File: config.mk
export PLATFORM = sky130hd
export DESIGN_NAME = siphash_streaming_core
export DESIGN_NICKNAME = d
export VERILOG_FILES = /design/src/rtl/core/siph_pkg.sv /design/src/rtl/core/siph_round.sv /design/src/rtl/core/siphash_streaming_core.sv
export SDC_FILE = /design/constraint.sdc
export NUM_CORES = 2
export LEC_CHECK = 0
export ABC_AREA = 0
export BUFFER_PORTS_ARGS = -buffer_cell sky130_fd_sc_hd__buf_2
export CAP_MARGIN = 20
export CORE_MARGIN = 4
export CORE_UTILIZATION = 50
export DETAILED_ROUTE_END_ITERATION = 8
export PLACE_DENSITY_LB_ADDON = 0.15
export SYNTH_ARGS = -nofsm -noshare
export SYNTH_HDL_FRONTEND = slang
export SYNTH_HIERARCHICAL = 1
export SYNTH_SLANG_ARGS = --single-unit
File: constraint.sdc
create_clock -name clk -period 5.8 [get_ports clk]
set_input_delay 1.16 -clock clk [delete_from_list [all_inputs] [get_ports clk]]
set_output_delay 1.16 -clock clk [all_outputs]
set_load 0.005 [all_outputs]
File: src/rtl/core/siph_pkg.sv
// ---------------------------------------------------------------------------
// siph_pkg
// Shared types, constants and helpers for the SipHash streaming core.
// ---------------------------------------------------------------------------
package siph_pkg;

    localparam int unsigned WORD_W      = 64;
    localparam int unsigned VB_W        = 4;
    localparam int unsigned LEN_W       = 8;
    localparam int unsigned RND_W       = 4;
    localparam int unsigned CFG_IDX_W   = 3;
    localparam int unsigned MAX_ROUNDS  = 15;

    localparam logic [WORD_W-1:0] SEED_A = 64'h736f6d6570736575;
    localparam logic [WORD_W-1:0] SEED_B = 64'h646f72616e646f6d;
    localparam logic [WORD_W-1:0] SEED_C = 64'h6c7967656e657261;
    localparam logic [WORD_W-1:0] SEED_D = 64'h7465646279746573;
    localparam logic [WORD_W-1:0] FIN_XOR = 64'h00000000000000ff;

    localparam logic [RND_W-1:0] RND_RESET_C = 4'd1;
    localparam logic [RND_W-1:0] RND_RESET_D = 4'd2;

    localparam logic [CFG_IDX_W-1:0] REG_KEY_LOW  = 3'd0;
    localparam logic [CFG_IDX_W-1:0] REG_KEY_HIGH = 3'd1;
    localparam logic [CFG_IDX_W-1:0] REG_C_ROUNDS = 3'd2;
    localparam logic [CFG_IDX_W-1:0] REG_D_ROUNDS = 3'd3;

    typedef struct packed {
        logic [WORD_W-1:0] v0;
        logic [WORD_W-1:0] v1;
        logic [WORD_W-1:0] v2;
        logic [WORD_W-1:0] v3;
    } lanes_t;

    typedef enum logic [1:0] {
        ST_IDLE,
        ST_ABSORB,
        ST_FINAL
    } state_t;

    // Round count clipped to the supported maximum.
    function automatic logic [RND_W-1:0] cap_rounds(input logic [RND_W-1:0] n);
        logic [RND_W-1:0] r;
        if (32'(n) > MAX_ROUNDS)
            r = RND_W'(MAX_ROUNDS);
        else
            r = n;
        return r;
    endfunction

    // Keep the low vb bytes of a word (vb in 1..7).
    function automatic logic [WORD_W-1:0] byte_mask(input logic [VB_W-1:0] vb);
        logic [WORD_W-1:0] m;
        m = '0;
        for (int i = 0; i < 8; i++)
        begin
            if (32'(vb) > i)
                m[i*8 +: 8] = 8'hff;
        end
        return m;
    endfunction

endpackage

File: src/rtl/core/siph_round.sv
// ---------------------------------------------------------------------------
// siph_round
// One SipRound over the four lanes; the shared mixing unit of the core.
// ---------------------------------------------------------------------------
module siph_round
    import siph_pkg::*;
(
    input  lanes_t lanes_in,
    output lanes_t lanes_out
);

    logic [WORD_W-1:0] a0, a1, a2, a3;
    logic [WORD_W-1:0] b0, b1, b2, b3;

    always_comb
    begin
        // first half
        a0 = lanes_in.v0 + lanes_in.v1;
        a1 = {lanes_in.v1[50:0], lanes_in.v1[63:51]} ^ a0;
        a0 = {a0[31:0], a0[63:32]};
        a2 = lanes_in.v2 + lanes_in.v3;
        a3 = {lanes_in.v3[47:0], lanes_in.v3[63:48]} ^ a2;
        // second half
        b0 = a0 + a3;
        b3 = {a3[42:0], a3[63:43]} ^ b0;
        b2 = a2 + a1;
        b1 = {a1[46:0], a1[63:47]} ^ b2;
        b2 = {b2[31:0], b2[63:32]};

        lanes_out.v0 = b0;
        lanes_out.v1 = b1;
        lanes_out.v2 = b2;
        lanes_out.v3 = b3;
    end

endmodule

File: src/rtl/core/siphash_streaming_core.sv
// ---------------------------------------------------------------------------
// siphash_streaming_core
// Keyed SipHash-c-d over a message streamed as little-endian 64-bit words.
// ---------------------------------------------------------------------------
// One SipRound unit is reused for every round under a small sequencer. With c
// compression and d finalization rounds, a non-last word takes c rounds, a
// partial or empty last word c then d, a full last word c, c more for a
// length-only block, then d; in_stall is high unless the sequencer is idle.
// The hash goes to an output register, so the next word is taken while a
// result waits on out_stall. The key is sampled when a message starts.
module siphash_streaming_core
    import siph_pkg::*;
(
    input  logic                 clk,
    input  logic                 rst_n,

    input  logic                 cfg_valid,
    output logic                 cfg_ready,
    input  logic [CFG_IDX_W-1:0] cfg_index,
    input  logic [WORD_W-1:0]    cfg_data,

    input  logic                 in_valid,
    output logic                 in_stall,
    input  logic [WORD_W-1:0]    data_word,
    input  logic [VB_W-1:0]      valid_bytes,
    input  logic                 last,

    output logic                 out_valid,
    input  logic                 out_stall,
    output logic [WORD_W-1:0]    hash_value
);

    // configuration
    logic [WORD_W-1:0] key_low_reg, key_high_reg;
    logic [RND_W-1:0]  c_rounds_reg, d_rounds_reg;

    // sequencer and datapath
    state_t            state_reg, state_next;
    lanes_t            lanes_reg, lanes_next;
    lanes_t            lanes_mixed;
    logic [WORD_W-1:0] blk_reg, blk_next;
    logic [WORD_W-1:0] blk2_reg, blk2_next;
    logic              pend2_reg, pend2_next;
    logic              last_reg, last_next;
    logic [RND_W-1:0]  cnt_reg, cnt_next;
    logic [LEN_W-1:0]  len_reg, len_next;
    logic              fresh_reg, fresh_next;
    logic              out_valid_reg, out_valid_next;
    logic [WORD_W-1:0] hash_reg, hash_next;

    logic              in_take;
    logic              out_free;
    logic              fin_done;
    lanes_t            base;
    logic [LEN_W-1:0]  base_len;
    logic [LEN_W-1:0]  len8;
    logic [VB_W-1:0]   vb_sat;

    siph_round u_round (
        .lanes_in  (lanes_reg),
        .lanes_out (lanes_mixed)
    );

    assign cfg_ready  = 1'b1;
    assign out_valid  = out_valid_reg;
    assign hash_value = hash_reg;

    assign out_free = !out_valid_reg || !out_stall;
    assign fin_done = (state_reg == ST_FINAL) && (cnt_reg == '0) && out_free;
    assign in_take  = in_valid && !in_stall;

    // next state
    always_comb
    begin
        state_next = state_reg;
        case (state_reg)
            ST_IDLE:
            begin
                if (in_valid)
                    state_next = ST_ABSORB;
            end
            ST_ABSORB:
            begin
                if (cnt_reg == '0 && !pend2_reg)
                    state_next = last_reg ? ST_FINAL : ST_IDLE;
            end
            ST_FINAL:
            begin
                if (fin_done)
                    state_next = ST_IDLE;
            end
            default: state_next = ST_IDLE;
        endcase
    end

    // outputs
    always_comb
    begin
        case (state_reg)
            ST_IDLE: in_stall = 1'b0;
            default: in_stall = 1'b1;
        endcase
    end

    // datapath
    always_comb
    begin
        lanes_next     = lanes_reg;
        blk_next       = blk_reg;
        blk2_next      = blk2_reg;
        pend2_next     = pend2_reg;
        last_next      = last_reg;
        cnt_next       = cnt_reg;
        len_next       = len_reg;
        fresh_next     = fresh_reg;
        out_valid_next = out_valid_reg && out_stall;
        hash_next      = hash_reg;

        if (fresh_reg)
        begin
            base.v0  = SEED_A ^ key_low_reg;
            base.v1  = SEED_B ^ key_high_reg;
            base.v2  = SEED_C ^ key_low_reg;
            base.v3  = SEED_D ^ key_high_reg;
            base_len = '0;
        end
        else
        begin
            base     = lanes_reg;
            base_len = len_reg;
        end
        len8   = base_len + LEN_W'(8);
        vb_sat = valid_bytes[3] ? VB_W'(8) : valid_bytes;

        case (state_reg)
            ST_IDLE:
            begin
                if (in_take)
                begin
                    fresh_next = 1'b0;
                    last_next  = last;
                    pend2_next = 1'b0;
                    cnt_next   = cap_rounds(c_rounds_reg);
                    blk2_next  = {len8, 56'd0};
                    if (!last)
                    begin
                        blk_next = data_word;
                        len_next = len8;
                    end
                    else if (vb_sat == VB_W'(8))
                    begin
                        // full last word, then a length-only block
                        blk_next   = data_word;
                        len_next   = len8;
                        pend2_next = 1'b1;
                    end
                    else if (vb_sat == '0)
                    begin
                        blk_next = {base_len, 56'd0};
                        len_next = base_len;
                    end
                    else
                    begin
                        len_next = base_len + LEN_W'(vb_sat);
                        blk_next = (data_word & byte_mask(vb_sat))
                                 | {base_len + LEN_W'(vb_sat), 56'd0};
                    end
                    lanes_next    = base;
                    lanes_next.v3 = base.v3 ^ blk_next;
                end
            end
            ST_ABSORB:
            begin
                if (cnt_reg != '0)
                begin
                    lanes_next = lanes_mixed;
                    cnt_next   = cnt_reg - RND_W'(1);
                end
                else
                begin
                    lanes_next.v0 = lanes_reg.v0 ^ blk_reg;
                    if (pend2_reg)
                    begin
                        pend2_next    = 1'b0;
                        blk_next      = blk2_reg;
                        lanes_next.v3 = lanes_reg.v3 ^ blk2_reg;
                        cnt_next      = cap_rounds(c_rounds_reg);
                    end
                    else if (last_reg)
                    begin
                        lanes_next.v2 = lanes_reg.v2 ^ FIN_XOR;
                        cnt_next      = cap_rounds(d_rounds_reg);
                    end
                end
            end
            ST_FINAL:
            begin
                if (cnt_reg != '0)
                begin
                    lanes_next = lanes_mixed;
                    cnt_next   = cnt_reg - RND_W'(1);
                end
                else if (out_free)
                begin
                    hash_next      = lanes_reg.v0 ^ lanes_reg.v1
                                   ^ lanes_reg.v2 ^ lanes_reg.v3;
                    out_valid_next = 1'b1;
                    fresh_next     = 1'b1;
                end
            end
            default: ;
        endcase
    end

    always_ff @(posedge clk or negedge rst_n)
    begin
        if (!rst_n)
        begin
            key_low_reg   <= '0;
            key_high_reg  <= '0;
            c_rounds_reg  <= RND_RESET_C;
            d_rounds_reg  <= RND_RESET_D;
            state_reg     <= ST_IDLE;
            lanes_reg     <= '0;
            pend2_reg     <= 1'b0;
            last_reg      <= 1'b0;
            cnt_reg       <= '0;
            len_reg       <= '0;
            fresh_reg     <= 1'b1;
            out_valid_reg <= 1'b0;
        end
        else
        begin
            if (cfg_valid && cfg_ready)
            begin
                case (cfg_index)
                    REG_KEY_LOW:  key_low_reg  <= cfg_data;
                    REG_KEY_HIGH: key_high_reg <= cfg_data;
                    REG_C_ROUNDS: c_rounds_reg <= cfg_data[RND_W-1:0];
                    REG_D_ROUNDS: d_rounds_reg <= cfg_data[RND_W-1:0];
                    default: ;
                endcase
            end
            state_reg     <= state_next;
            lanes_reg     <= lanes_next;
            pend2_reg     <= pend2_next;
            last_reg      <= last_next;
            cnt_reg       <= cnt_next;
            len_reg       <= len_next;
            fresh_reg     <= fresh_next;
            out_valid_reg <= out_valid_next;
        end
    end

    always_ff @(posedge clk)
    begin
        blk_reg  <= blk_next;
        blk2_reg <= blk2_next;
        hash_reg <= hash_next;
    end

endmodule
==> key figures <==
Outcome
  – Status: complete, but fails checks
  – Failing checks: negative setup slack

Setup path
  – Critical Path RT: 6.43 ns
  – Largest stage delay on the critical path: 0.39 ns
  – Slowest cell on the critical path: fa_2
  – CP Launch Type: register
  – FF-to-FF Start: lanes_reg[192]$_DFFE_PN0P_
  – Delay-heaviest family, CP: compound AO/OA/AOI/OAI gates
  – R2R setup slack: -0.56 ns
  – CP Capture Type: register
  – Critical Path Start: lanes_reg[192]$_DFFE_PN0P_
  – Worst Path Buf+Inv: 12
  – Critical path class: register to register
  – Worst path arrival time: 6.99 ns
  – Crit path max fanout: 5
  – Reg2reg path depth: 33
  – Critical path's most frequent cell: buf_6
  – R2r endpoint: lanes_reg[189]$_DFFE_PN0P_

STA
  – Worst-Margin Slew: 1.39 ns
  – Fmax: 157 MHz
  – RSZ-0062 raised after global routing: true
  – Crit path time final: 6.36 ns
  – Final Hold Fails: 0
  – Finish-stage setup viols: 140
  – Worst slew margin: 7.57%
  – Final WS setup: -0.565 ns
  – Layout Skew: 0.0382 ns
  – Slew Limit Fails: 0
  – Part of the cycle the worst path needs: 110%

Placement
  – I/O Buffers: 206
  – Post-DP HPWL: 206000 um
  – Routability cong.: 1.21
  – Post-DP Area: 0.0601 sq mm
  – Pre-CTS WS: -1.07 ns

Final layout
  – Area delta synth->final: 52.3%
  – Layout cells sized above 1: 42.7%
  – Post-Layout Inst Area: 0.0688 sq mm
  – Nets: 7500
  – Max reg flops: 256

Logic synthesis
  – Post-synthesis register bit count: 546
  – Post-synth EDFFs: 136
  – Yosys warnings: 6
  – Top FF cell, synth: dfrtp_1
  – Syn_area_per_cell: 8.73 sq um
  – Cell area after synthesis: 0.0452 sq mm
  – Post-synth cell types: 117
  – Post-synth ARST share: 75.1%
  – Cells after Synth: 5176
  – Register area share after synthesis: 31.7%
  – Syn Nets: 5584

CTS
  – TritonCTS Buffers: 60
  – CTS root buffer: clkbuf_16
  – H-tree levels: 2
  – Clock-pin slew on the worst setup and hold paths: 0.07 ns
  – CTS tree: done
  – Max Buffers Root-to-Sink: 3
  – Worst skew pair latency: 0.70 ns
  – Sink Count: 546

Die
  – Rows: 110
  – Full die area: 0.0953 sq mm
  – CORE AREA: 0.0899 sq mm
  – Die Span Y: 309 um
  – DIE WIDTH: 309 um
  – Starting Density: 50.3%
  – Ports: 208

GRT
  – Initial antenna violation count: 23
  – Largest net degree at the start of global routing: 135
  – First-pass GRT wire length: 353000 um
  – All-Layer GR Usage: 52.0%
  – Vias in the first global route: 49900
  – Total gr overflow: 0

Run
  – Max Cap Viol: 0

Route
  – Routed wire length: 261000 um
  – Routed Antenna Nets: 0
  – Drt first-iter violations: 7227
  – Routed vias: 53000
  – Routed wire per std cell: 31.3 um
  – Vias per cell: 6.36
  – DR pass1 iterations: 7
  – # DRC: 0

Min path
  – Hold Crit Class: input pin to asynchronous set/reset pin
## through the flow
stage / util (%) / hold slack, ns / setup TNS (ns) / instances
after floorplan: - / 0.458 / 0 / 5176
after global placement: 66.8 / 0.482 / -73.68 / 8030
after detailed placement: 66.8 / 0.484 / -91.95 / 8030
after CTS: 72.8 / 0.487 / -8.75 / 8243
after global routing: 76.6 / 0.514 / -51.17 / 8320
final: 76.6 / 0.461 / -34.79 / 8334
## worst max-delay path by stage
stage               slack [ns]  depth (start not counted)                         end
global route             -0.78                         30   lanes_reg[63]$_DFFE_PN0P_
CTS                      -0.28                         30   lanes_reg[56]$_DFFE_PN0P_
detailed placement       -1.07                         30   lanes_reg[63]$_DFFE_PN0P_
floorplan                 0.07                         26   lanes_reg[56]$_DFFE_PN0P_
global placement         -1.00                         30  lanes_reg[254]$_DFFE_PN0P_
finish                   -0.56                         33  lanes_reg[189]$_DFFE_PN0P_
## kinds of logic after synthesis
kind of cell,share of synthesized area [%]
flops,31.7
mux,4.37
buf+inv,3.37
fa+ha+maj,7.48
simple gates,13.4
xor+xnor,17.4
compound gates,22.2
other cells,0.00830
## synthesized netlist by cell type, drive strengths merged (35+ instances only)
cell / number / area (sq um)
mux2i: 59 / 591
nand2: 483 / 1810
a22oi: 160 / 1200
o21bai: 71 / 537
and2: 79 / 494
nor2b: 42 / 265
nand3: 64 / 320
nor2: 447 / 1690
nand4: 74 / 463
a21o: 129 / 968
o21ai: 349 / 1770
ha: 263 / 3290
buf: 55 / 258
clkbuf: 216 / 817
xor2: 407 / 3580
edfxtp: 136 / 4080
o21a: 40 / 302
xnor2: 407 / 3590
a211oi: 35 / 268
dfrtp: 407 / 10200
inv: 117 / 439
nor3: 47 / 240
a21oi: 604 / 3030
mux2: 123 / 1390
## placed cells by master, fill, tap and decap left out, types with 61 or more instances in the layout
cell,netlist,layout
buf_4,1,1778
a21o_1,129,127
edfxtp_1,136,136
nor2_1,445,425
buf_6,1,118
buf_2,32,205
ha_1,263,198
nand4_1,74,74
a22oi_1,160,123
dfrtp_1,407,407
inv_1,117,113
a21oi_1,603,480
o21ai_0,312,189
o21ai_1,31,99
a21oi_2,1,95
mux2_2,123,123
xor2_1,405,337
nand2_1,483,445
xnor2_1,403,349
and2_1,78,75
clkbuf_16,0,61
## timing repair
action                                  in CTS  in global routing
buffers inserted                           115                107
endpoints found under the setup margin     170                179
pin swaps                                  295                369
hold buffers                                 0                  0
hold endpoints to repair                     0                  0
gates resized for setup                    515                547
## layout make-up
type	instances	area (sq um)
fill	6390	21000
inverter	119	447
antenna	14	35.0
sequential	546	14400
multi-input combinational	4240	34300
tap	1176	1470
clock inverter	34	410
timing repair buffer	2125	16200
clock buffer	80	1650
## layer usage
metal,share of wire (%),vias up,global-route usage [%],wire [um]
li1,-,22200,-,-
met1,35,25400,61.8,90500
met2,39,4076,72.6,102000
met3,15,1221,21.2,38300
met4,11,26,44.6,29300
met5,0.057,-,0.643,149
Power is left out: the tool's default activity adds up to more than one toggle a clock period on the data nets, which glitch-free logic cannot reach.
